**src/hw/rtl/set_assoc_cache_lru_sim_top_defines.svh**
```systemverilog
// ----------------------------------------------------------------------------
// Assertion macros for the set-associative cache tag store
// Concurrent checks that compile away when SYNTHESIS is defined.
// ----------------------------------------------------------------------------
`ifndef SET_ASSOC_CACHE_LRU_SIM_TOP_DEFINES_SVH
`define SET_ASSOC_CACHE_LRU_SIM_TOP_DEFINES_SVH

`ifndef SYNTHESIS
// same-cycle implication
`define SAC_ASSERT_NOW(lbl, clk, rstn, ante, cons, msg) \
    lbl: assert property (@(posedge clk) disable iff (!(rstn)) (ante) |-> (cons)) \
        else $error(msg);
// next-cycle implication
`define SAC_ASSERT_NEXT(lbl, clk, rstn, ante, cons, msg) \
    lbl: assert property (@(posedge clk) disable iff (!(rstn)) (ante) |=> (cons)) \
        else $error(msg);
`else
`define SAC_ASSERT_NOW(lbl, clk, rstn, ante, cons, msg)
`define SAC_ASSERT_NEXT(lbl, clk, rstn, ante, cons, msg)
`endif

`endif

```
**src/hw/rtl/sac_pkg.sv**
```systemverilog
// ----------------------------------------------------------------------------
// sac_pkg
// Shared constants, codes and types of the cache tag store.
// ----------------------------------------------------------------------------
package sac_pkg;

    // default geometry
    localparam int DEF_MAX_SET_BITS = 6;
    localparam int DEF_WAYS         = 8;
    localparam int DEF_ADDR_WIDTH   = 32;
    localparam int DEF_STAMP_WIDTH  = 32;

    // depth of the queue between front and back
    localparam int QUEUE_DEPTH = 2;

    // counter widths and saturation value
    localparam int          TOTAL_WIDTH = 32;
    localparam logic [31:0] TOTAL_MAX   = 32'hFFFF_FFFF;

    // access kinds
    localparam logic [1:0] KIND_LOAD   = 2'd0;
    localparam logic [1:0] KIND_STORE  = 2'd1;
    localparam logic [1:0] KIND_MODIFY = 2'd2;
    localparam logic [1:0] KIND_NONE   = 2'd3;

    // register indexes on the APB port
    localparam logic [1:0] REG_SET_BITS    = 2'd0;
    localparam logic [1:0] REG_OFFSET_BITS = 2'd1;
    localparam logic [1:0] REG_WAYS        = 2'd2;

    // register reset values
    localparam logic [2:0] RST_SET_BITS    = 3'd4;
    localparam logic [4:0] RST_OFFSET_BITS = 5'd4;
    localparam logic [3:0] RST_WAYS        = 4'd1;

    // configuration as seen by front and back
    typedef struct packed {
        logic [2:0] set_bits;
        logic [4:0] offset_bits;
        logic [3:0] ways_in_use;
    } t_cfg;

endpackage

```
**src/hw/rtl/sac_if.sv**
```systemverilog
// ----------------------------------------------------------------------------
// Request and response channels
// Valid/ready channels carrying one trace access and its lookup result.
// ----------------------------------------------------------------------------

// access request channel
interface sac_req_if #(
    parameter int ADDR_WIDTH = 32
);
    logic                  valid;
    logic                  ready;
    logic [1:0]            kind;
    logic [ADDR_WIDTH-1:0] address;

    modport source (output valid, output kind, output address, input ready);
    modport sink   (input valid, input kind, input address, output ready);
endinterface


```
**src/hw/rtl/sac_queue.sv**
```systemverilog
// ----------------------------------------------------------------------------
// sac_queue
// Short FIFO of decoded requests between the front and the back.
// ----------------------------------------------------------------------------
module sac_queue import sac_pkg::*; #(
    parameter int WIDTH = 40
) (
    input  logic             i_clk,
    input  logic             i_rst_n,
    input  logic             i_push,
    input  logic [WIDTH-1:0] i_data,
    output logic             o_full,
    input  logic             i_pop,
    output logic [WIDTH-1:0] o_data,
    output logic             o_empty
);
    localparam int PW = (QUEUE_DEPTH > 1) ? $clog2(QUEUE_DEPTH) : 1;
    localparam int CW = $clog2(QUEUE_DEPTH + 1);

    logic [WIDTH-1:0] r_mem [QUEUE_DEPTH];
    logic [PW-1:0]    r_wr_ptr, n_wr_ptr;
    logic [PW-1:0]    r_rd_ptr, n_rd_ptr;
    logic [CW-1:0]    r_count,  n_count;

    assign o_full  = (r_count == CW'(QUEUE_DEPTH));
    assign o_empty = (r_count == '0);
    assign o_data  = r_mem[r_rd_ptr];

    // pointer and count update
    always_comb begin
        n_wr_ptr = r_wr_ptr;
        n_rd_ptr = r_rd_ptr;
        n_count  = r_count;
        if (i_push) begin
            n_wr_ptr = (r_wr_ptr == PW'(QUEUE_DEPTH - 1)) ? '0 : r_wr_ptr + 1'b1;
        end
        if (i_pop) begin
            n_rd_ptr = (r_rd_ptr == PW'(QUEUE_DEPTH - 1)) ? '0 : r_rd_ptr + 1'b1;
        end
        if (i_push && !i_pop) begin
            n_count = r_count + 1'b1;
        end else if (!i_push && i_pop) begin
            n_count = r_count - 1'b1;
        end
    end

    always_ff @(posedge i_clk) begin
        if (!i_rst_n) begin
            r_wr_ptr <= '0;
            r_rd_ptr <= '0;
            r_count  <= '0;
        end else begin
            r_wr_ptr <= n_wr_ptr;
            r_rd_ptr <= n_rd_ptr;
            r_count  <= n_count;
        end
    end

    // storage
    always_ff @(posedge i_clk) begin
        if (i_push) begin
            r_mem[r_wr_ptr] <= i_data;
        end
    end

endmodule

```
**src/hw/rtl/sac_front.sv**
```systemverilog
// ----------------------------------------------------------------------------
// sac_front
// Accepts trace requests, splits the address into set and tag and queues them.
// ----------------------------------------------------------------------------
module sac_front import sac_pkg::*; #(
    parameter int MAX_SET_BITS = DEF_MAX_SET_BITS,
    parameter int ADDR_WIDTH   = DEF_ADDR_WIDTH,
    parameter int SIW          = (MAX_SET_BITS > 0) ? MAX_SET_BITS : 1,
    parameter int EW           = 2 + SIW + ADDR_WIDTH
) (
    input  logic          i_clk,
    input  logic          i_rst_n,
    input  t_cfg          i_cfg,
    input  logic          i_clearing,
    sac_req_if.sink       i_req,
    input  logic          i_pop,
    output logic [EW-1:0] o_entry,
    output logic          o_empty
);
    logic            w_full;
    logic            w_push;
    logic [3:0]      w_sb;
    logic [5:0]      w_split;
    logic [SIW-1:0]  w_set_mask;
    logic [SIW-1:0]  w_set;
    logic [ADDR_WIDTH-1:0] w_tag;
    logic [1:0]      w_kind;

    // hold off while the line store is being cleared
    assign i_req.ready = !w_full && !i_clearing;
    assign w_push      = i_req.valid && i_req.ready;

    // set bits beyond the store's size are capped
    assign w_sb = (32'(i_cfg.set_bits) > MAX_SET_BITS) ? 4'(MAX_SET_BITS)
                                                       : {1'b0, i_cfg.set_bits};
    assign w_split = 6'(w_sb) + 6'(i_cfg.offset_bits);

    // mask of the set-select bits in use
    always_comb begin
        for (int i = 0; i < SIW; i++) begin
            w_set_mask[i] = (i < 32'(w_sb));
        end
    end

    // address split; a shift past the top yields zero
    assign w_set  = SIW'(i_req.address >> i_cfg.offset_bits) & w_set_mask;
    assign w_tag  = i_req.address >> w_split;

    // classify: the kind code passes as the operation, unknown kind does nothing
    always_comb begin
        case (i_req.kind)
            KIND_LOAD, KIND_STORE, KIND_MODIFY: w_kind = i_req.kind;
            default:                            w_kind = KIND_NONE;
        endcase
    end

    sac_queue #(
        .WIDTH (EW)
    ) u_queue (
        .i_clk   (i_clk),
        .i_rst_n (i_rst_n),
        .i_push  (w_push),
        .i_data  ({w_kind, w_set, w_tag}),
        .o_full  (w_full),
        .i_pop   (i_pop),
        .o_data  (o_entry),
        .o_empty (o_empty)
    );

endmodule

```
**src/flat_wrapper.sv**
```systemverilog
// flat-port wrapper written by rule: the top's interface ports become plain ports
module sac_front_flat import sac_pkg::*;
#(
    parameter int MAX_SET_BITS = DEF_MAX_SET_BITS,
    parameter int ADDR_WIDTH   = DEF_ADDR_WIDTH,
    parameter int SIW          = (MAX_SET_BITS > 0) ? MAX_SET_BITS : 1,
    parameter int EW           = 2 + SIW + ADDR_WIDTH
)
  (i_clk, i_rst_n, i_cfg, i_clearing, i_pop, o_entry, o_empty, i_req_valid, i_req_kind, i_req_address, i_req_ready);
  sac_req_if #(.ADDR_WIDTH(ADDR_WIDTH)) i_req_i ();
  input  logic i_clk;
  input  logic i_rst_n;
  input  t_cfg i_cfg;
  input  logic i_clearing;
  input  logic i_pop;
  output logic [EW-1:0] o_entry;
  output logic o_empty;
  input wire logic [$bits(i_req_i.valid)-1:0] i_req_valid;
  input wire logic [$bits(i_req_i.kind)-1:0] i_req_kind;
  input wire logic [$bits(i_req_i.address)-1:0] i_req_address;
  output wire logic [$bits(i_req_i.ready)-1:0] i_req_ready;
  assign i_req_i.valid = i_req_valid;
  assign i_req_i.kind = i_req_kind;
  assign i_req_i.address = i_req_address;
  assign i_req_ready = i_req_i.ready;
  sac_front #(.MAX_SET_BITS(MAX_SET_BITS), .ADDR_WIDTH(ADDR_WIDTH), .SIW(SIW), .EW(EW)) u_core (.i_clk(i_clk), .i_rst_n(i_rst_n), .i_cfg(i_cfg), .i_clearing(i_clearing), .i_req(i_req_i), .i_pop(i_pop), .o_entry(o_entry), .o_empty(o_empty));
endmodule
```
**config.mk**
```make
export PLATFORM = sky130hd
export DESIGN_NAME = sac_front_flat
export DESIGN_NICKNAME = d
export VERILOG_FILES = /design/src/hw/rtl/set_assoc_cache_lru_sim_top_defines.svh /design/src/hw/rtl/sac_pkg.sv /design/src/hw/rtl/sac_if.sv /design/src/hw/rtl/sac_queue.sv /design/src/hw/rtl/sac_front.sv /design/src/flat_wrapper.sv
export SDC_FILE = /design/constraint.sdc
export NUM_CORES = 1
export LEC_CHECK = 0
export BUFFER_PORTS_ARGS = -buffer_cell sky130_fd_sc_hd__clkbuf_2
export CORE_UTILIZATION = 45
export DETAILED_ROUTE_END_ITERATION = 6
export PLACE_DENSITY = 0.65
export SYNTH_ARGS = -nofsm -noshare
export SYNTH_HDL_FRONTEND = slang
export SYNTH_SLANG_ARGS = --single-unit
```
**constraint.sdc**
```tcl
create_clock -name i_clk -period 5.25 [get_ports i_clk]
set_input_delay 1.3125 -clock i_clk [delete_from_list [all_inputs] [get_ports i_clk]]
set_output_delay 1.3125 -clock i_clk [all_outputs]
set_load 0.01 [all_outputs]
```
==> results.cfg, run 1 <==
[timing]
rsz0062_at_grt = false
period_minus_slack_ns = 4.58
slew_viol_final = 0
max_slew_margin = 0.356
fmax_mhz = 218
timing.hold.ws_ns = 0.537
fin_tns_setup_ns = 0
finalCritPeriodShare = 0.872
setup_violations = 0
clock_skew_ns = 0.00465
max_slew.worst_pin.slew_ns = 0.966
hold_viol = 0

[synthesis]
synth_common_cells = edfxtp_1 (80), mux2i_1 (68), mux2_2 (48), nand2_1 (45), nor2_1 (41)
synthCells = 555
syn_nets = 611
synth_area_um2 = 6280
synth_area_leaders = edfxtp_1 (38%), mux4_2 (11%), mux2i_1 (11%)
synth_enable_flop_cells = 80
synth_top_area_frac = 0.382
synth_cell_types = 55
ys_warn_count = 0
seq_area_frac_synth = 0.398
yosysTopAreaCell = edfxtp_1
synth-async-reset-ratio = 0
synth.most_common_cell = edfxtp_1
avgSynthCellArea_um2 = 11.3
postSynth.topFlopCell = edfxtp_1
synth_seq_cells = 85

[global_route]
grt_pass1_wl_mm = 25.4
grt_max_degree = 51
overflow = 0
gr-usage-all-layers = 0.229
antenna_found_initial = 0
grt_pass1_vias = 4685

[cts]
h-tree-depth = 3
numCtsBuffers = 9
cts_tree = done
clk-insertion-delay-late_ns = 0.32
cts-resized-gates = 0
cts_sinks = 85
clk_path_buf_depth = 2
clk_pin_slew_ns = 0.06
post_cts_buffers = 0
cts_root_buf = clkbuf_16
cts-hold-fix-buffers = 0

[floorplan]
core-area_um2 = 13500
design.portCount = 93
row_count = 42
dieArea_um2 = 14400
die_w_um = 120
initial_core_util = 0.467
die_y_um = 120

[finish]
diodes = 0
regArea_um2 = 2500
drive_above_1_share = 0.333
multiInputGateArea_um2 = 3580
fill_cells = 1219
fin_util = 0.542
syn_to_final_growth_pct = 15.9
num-nets-final = 690

[routing]
wirelength_mm = 16.1
drt_iter0_markers = 474
drc = 0
post_drt_via_cell_ratio = 6.02
wl_per_cell_um = 19.8
ant_nets = 0
drtPass1Iterations = 4
route.vias.total = 4907

[worst_setup_path]
critPathLaunch = i_cfg[10]
critPathKind = in -> reg
r2r_setup_slack_ns = 3.23
path_max_fanout = 16
start_kind = input port
r2r_cells = 5
arrival_ns = 4.69
end_kind = register
cp_num_cells = 12
endpoint = u_core.u_queue.r_mem[0][4]$_DFFE_PP_
rr_startpoint = u_core.u_queue.r_count[0]$_SDFFE_PN0P_
worst-path-buf-inv = 4
path_cells = clkbuf_2, a21bo_1, inv_4, ha_1, inv_1, fa_1, xnor2_4, buf_4, mux2i_1, mux4_2, a32o_1, nor4b_2
cp_top_family = buffers and inverters
cp_slowest_cell = fa_1
crit_required_ns = 5.36
max_stage_delay_ns = 0.50
r2r-end = u_core.u_queue.r_mem[0][24]$_DFFE_PP_

[job]
maxCapViolCount = 0

[hold_path]
min_path_type = reg -> reg

[power_and_ir_drop]
p_leak_nw = 2.87
power_density_nw_per_um2 = 317
ir_drop_mv = 0.129

[outcome]
status = completed

[place]
post-dp-hpwl_mm = 12.4
gp_congestion = 0.925
io_buffers = 88
==> layout by cell type, fill, tap and decap left out, types with 11 or more instances in the layout <==
master    count
o21ai_0      13
mux2_2       48
clkbuf_2     88
a211oi_1     13
mux2i_1      68
nor3_1       11
edfxtp_1     80
buf_4        20
nand2_1      45
mux4_2       31
nor2_1       40
a21oi_1      23
and2_1       20
==> where the power goes <==
group          internal [W]  switching (W)  total, W
Combinational      0.000335       0.000441  0.000776
Sequential         0.000814      0.0000226  0.000837
Clock              0.000458       0.000240  0.000698
==> per-layer routing <==
metal	wire [µm]	GRT usage
met4	639	0.120
met3	886	0.0189
met2	7440	0.356
met5	0	0
met1	7170	0.320
==> sequential cells by signal (all words and copies together), names as in the netlist, named ones only <==
signal                   count
u_core.u_queue.r_mem        80
u_core.u_queue.r_rd_ptr      1
u_core.u_queue.r_wr_ptr      1
u_core.u_queue.r_count       2
==> cell type report <==
type / count / area share
clock buffer: 12 / 0.0366
timing repair buffer: 108 / 0.0810
clock inverter: 4 / 0.0106
multi-input combinational: 419 / 0.492
sequential: 85 / 0.344
inverter: 11 / 0.00601
tap: 176 / 0.0302
==> how the worst min path moves through the flow <==
stage                                                       from                                endpoint  slack, ns  cells past startpoint
final                     u_core.u_queue.r_count[1]$_SDFFE_PN0P_  u_core.u_queue.r_count[1]$_SDFFE_PN0P_       0.54                      2
after floorplan           u_core.u_queue.r_count[1]$_SDFFE_PN0P_  u_core.u_queue.r_count[1]$_SDFFE_PN0P_       0.48                      2
after CTS                 u_core.u_queue.r_count[1]$_SDFFE_PN0P_  u_core.u_queue.r_count[1]$_SDFFE_PN0P_       0.54                      2
after global routing      u_core.u_queue.r_count[1]$_SDFFE_PN0P_  u_core.u_queue.r_count[1]$_SDFFE_PN0P_       0.58                      2
after global placement    u_core.u_queue.r_count[1]$_SDFFE_PN0P_  u_core.u_queue.r_count[1]$_SDFFE_PN0P_       0.49                      2
after detailed placement  u_core.u_queue.r_count[1]$_SDFFE_PN0P_  u_core.u_queue.r_count[1]$_SDFFE_PN0P_       0.53                      2
==> tightest hold or removal path, delay by kind of cell (launching register included) <==
kind / cells / cell delay [ns]
DFF: 1 / 0.33
AOI/OAI and AO/OA: 2 / 0.16
==> cells by family (layout without fill, tap and decap cells) <==
logic type | Yosys count | count (layout) | share of synthesized area
AOI/OAI and AO/OA | 104 | 104 | 0.116
xor gates and xnor gates | 8 | 8 | 0.0165
adders and majority gates | 5 | 5 | 0.0111
buffers and inverters | 51 | 135 | 0.0346
DFF | 85 | 85 | 0.398
muxes | 147 | 147 | 0.305
and+or+nand+nor | 155 | 155 | 0.118
==> through the flow <==
| stage | instance area, µm² | setup slack (ns) | instances | total power, W |
|---|---|---|---|---|
| 6_report | 7290 | 0.671 | 815 | 0.00231 |
| 5_1_grt | 7290 | 0.461 | 815 | 0.00241 |
| 4_1_cts | 7290 | 0.665 | 815 | 0.00232 |
| 3_5_place_dp | 6940 | 0.316 | 799 | 0.00162 |
| 3_3_place_gp | 6940 | 0.361 | 799 | 0.00161 |
| 2_1_floorplan | 6280 | 0.725 | 555 | 0.00138 |
Note: power is estimated with default switching activity, not from simulation.
==> run 2, diff against run 1 <==
--- a/config.mk
+++ b/config.mk
@@ -6,6 +6,7 @@
 export NUM_CORES = 1
 export LEC_CHECK = 0
 export BUFFER_PORTS_ARGS = -buffer_cell sky130_fd_sc_hd__clkbuf_2
+export CORE_ASPECT_RATIO = 0.7
 export CORE_UTILIZATION = 45
 export DETAILED_ROUTE_END_ITERATION = 6
 export PLACE_DENSITY = 0.65
==> results.cfg, run 2 (synthesis gave the netlist of run 1 again) <==
[outcome]
status = completed

[floorplan]
initial_core_util = 0.469
die_y_um = 101
core-area_um2 = 13400
dieArea_um2 = 14500
design.portCount = 93
die_w_um = 143
row_count = 35

[timing]
max_slew.worst_pin.slew_ns = 1.06
finalCritPeriodShare = 0.905
setup_violations = 0
rsz0062_at_grt = false
slew_viol_final = 0
fin_tns_setup_ns = 0
fmax_mhz = 210
period_minus_slack_ns = 4.75
hold_viol = 0
clock_skew_ns = 0.00536
max_slew_margin = 0.296

[routing]
route.vias.total = 5014
drt_iter0_markers = 483
drc = 0
ant_nets = 0
post_drt_via_cell_ratio = 6.08
wirelength_mm = 16.7
wl_per_cell_um = 20.3
drtPass1Iterations = 5

[power_and_ir_drop]
ir_drop_mv = 0.172
finalPower_w = 0.00223
p_leak_nw = 2.84
power_density_nw_per_um2 = 308

[worst_setup_path]
end_kind = register
cp_top_family = buffers and inverters
worst-path-buf-inv = 5
arrival_ns = 4.82
cpMostUsedCell = mux2i_1
r2r-end = u_core.u_queue.r_mem[1][33]$_DFFE_PP_
path_max_fanout = 19
crit_required_ns = 5.31
max_stage_delay_ns = 0.55
r2r_setup_slack_ns = 3.30
start_kind = input port
rr_startpoint = u_core.u_queue.r_count[0]$_SDFFE_PN0P_
cp_slowest_cell = a221oi_1
critPathKind = in -> reg
path_cells = clkbuf_2, a21bo_1, inv_4, ha_1, inv_1, fa_1, xnor2_4, buf_4, buf_4, mux2i_1, mux2i_1, mux2i_1, a221oi_1
r2r_cells = 3

[cts]
numCtsBuffers = 9
cts_tree = done
clk_pin_slew_ns = 0.06
cts-hold-fix-buffers = 0
cts_root_buf = clkbuf_16
post_cts_buffers = 0
h-tree-depth = 3
clk-insertion-delay-late_ns = 0.33
cts-resized-gates = 0
cts_sinks = 85
clk_path_buf_depth = 2

[place]
gp_congestion = 0.962
post-dp-hpwl_mm = 12.8
io_buffers = 88

[job]
maxCapViolCount = 0

[hold_path]
min_to = u_core.u_queue.r_count[1]$_SDFFE_PN0P_
hp-start = u_core.u_queue.r_count[1]$_SDFFE_PN0P_
whs_path_depth = 2
min_path_type = reg -> reg

[finish]
diodes = 0
layout_common_cells = clkbuf_2 (88), edfxtp_1 (80), mux2i_1 (68), mux2_2 (48), nand2_1 (45)
syn_to_final_growth_pct = 15.3
num-nets-final = 690
fill_cells = 1194
reg_top3 = u_core.u_queue.r_mem (80), u_core.u_queue.r_count (2)
top_register = u_core.u_queue.r_mem
drive_above_1_share = 0.333
layout_commonest_cell = clkbuf_2
largest_reg_flops = 80

[global_route]
gr-usage-all-layers = 0.241
grt_max_degree = 50
overflow = 0
grt_pass1_wl_mm = 26.1
grt_pass1_vias = 4617
antenna_found_initial = 1
-- run 2: layer usage --
layer / GRT usage / share of wire
met5: 0 / 0
met4: 0.0491 / 0.0089
met3: 0.0485 / 0.089
met2: 0.350 / 0.43
met1: 0.368 / 0.47
-- run 2: worst register-to-register path, cell delays in order (launching register included) --
cell	delay (ns)
dfxtp_1	0.42
inv_1	0.06
a21oi_1	0.22
and3_2	0.86
-- run 2: how the worst max path moves through the flow --
stage | slack [ns] | start | depth (start not counted) | end
2_1_floorplan | 0.73 | i_cfg[11] | 13 | u_core.u_queue.r_mem[0][10]$_DFFE_PP_
3_3_place_gp | 0.32 | i_cfg[10] | 12 | u_core.u_queue.r_mem[0][4]$_DFFE_PP_
3_5_place_dp | 0.27 | i_cfg[10] | 12 | u_core.u_queue.r_mem[0][4]$_DFFE_PP_
4_1_cts | 0.62 | i_cfg[10] | 12 | u_core.u_queue.r_mem[1][4]$_DFFE_PP_
5_1_grt | 0.40 | i_cfg[10] | 15 | u_core.u_queue.r_mem[0][1]$_DFFE_PP_
6_report | 0.50 | i_cfg[10] | 13 | u_core.u_queue.r_mem[0][9]$_DFFE_PP_
-- run 2: final cells by class --
| cell class | count | area, µm² | area share |
|---|---|---|---|
| clock buffer | 10 | 239 | 0.0330 |
| clock inverter | 6 | 52.6 | 0.00725 |
| inverter | 11 | 43.8 | 0.00604 |
| multi-input combinational | 419 | 3580 | 0.495 |
| sequential | 85 | 2500 | 0.346 |
| tap | 185 | 231 | 0.0319 |
| timing repair buffer | 108 | 591 | 0.0815 |
-- run 2: through the flow --
step	instance area (µm²)	utilization	setup WS, ns	hold slack (ns)	instances
after floorplan	6280	-	0.725	0.478	555
final	7250	0.541	0.496	0.530	824
after detailed placement	6950	0.519	0.273	0.521	808
after global placement	6950	0.519	0.318	0.496	808
after global routing	7250	0.541	0.396	0.593	824
after CTS	7250	0.541	0.620	0.532	824
-- run 2: power breakdown --
group / total [W] / switching (W) / leakage, nW / internal [W]
clock: 0.000602 / 0.000262 / 0.138 / 0.000340
sequential: 0.000837 / 0.0000234 / 0.781 / 0.000814
combinational: 0.000794 / 0.000455 / 1.92 / 0.000339
total: 0.00223 / 0.000740 / 2.84 / 0.00149
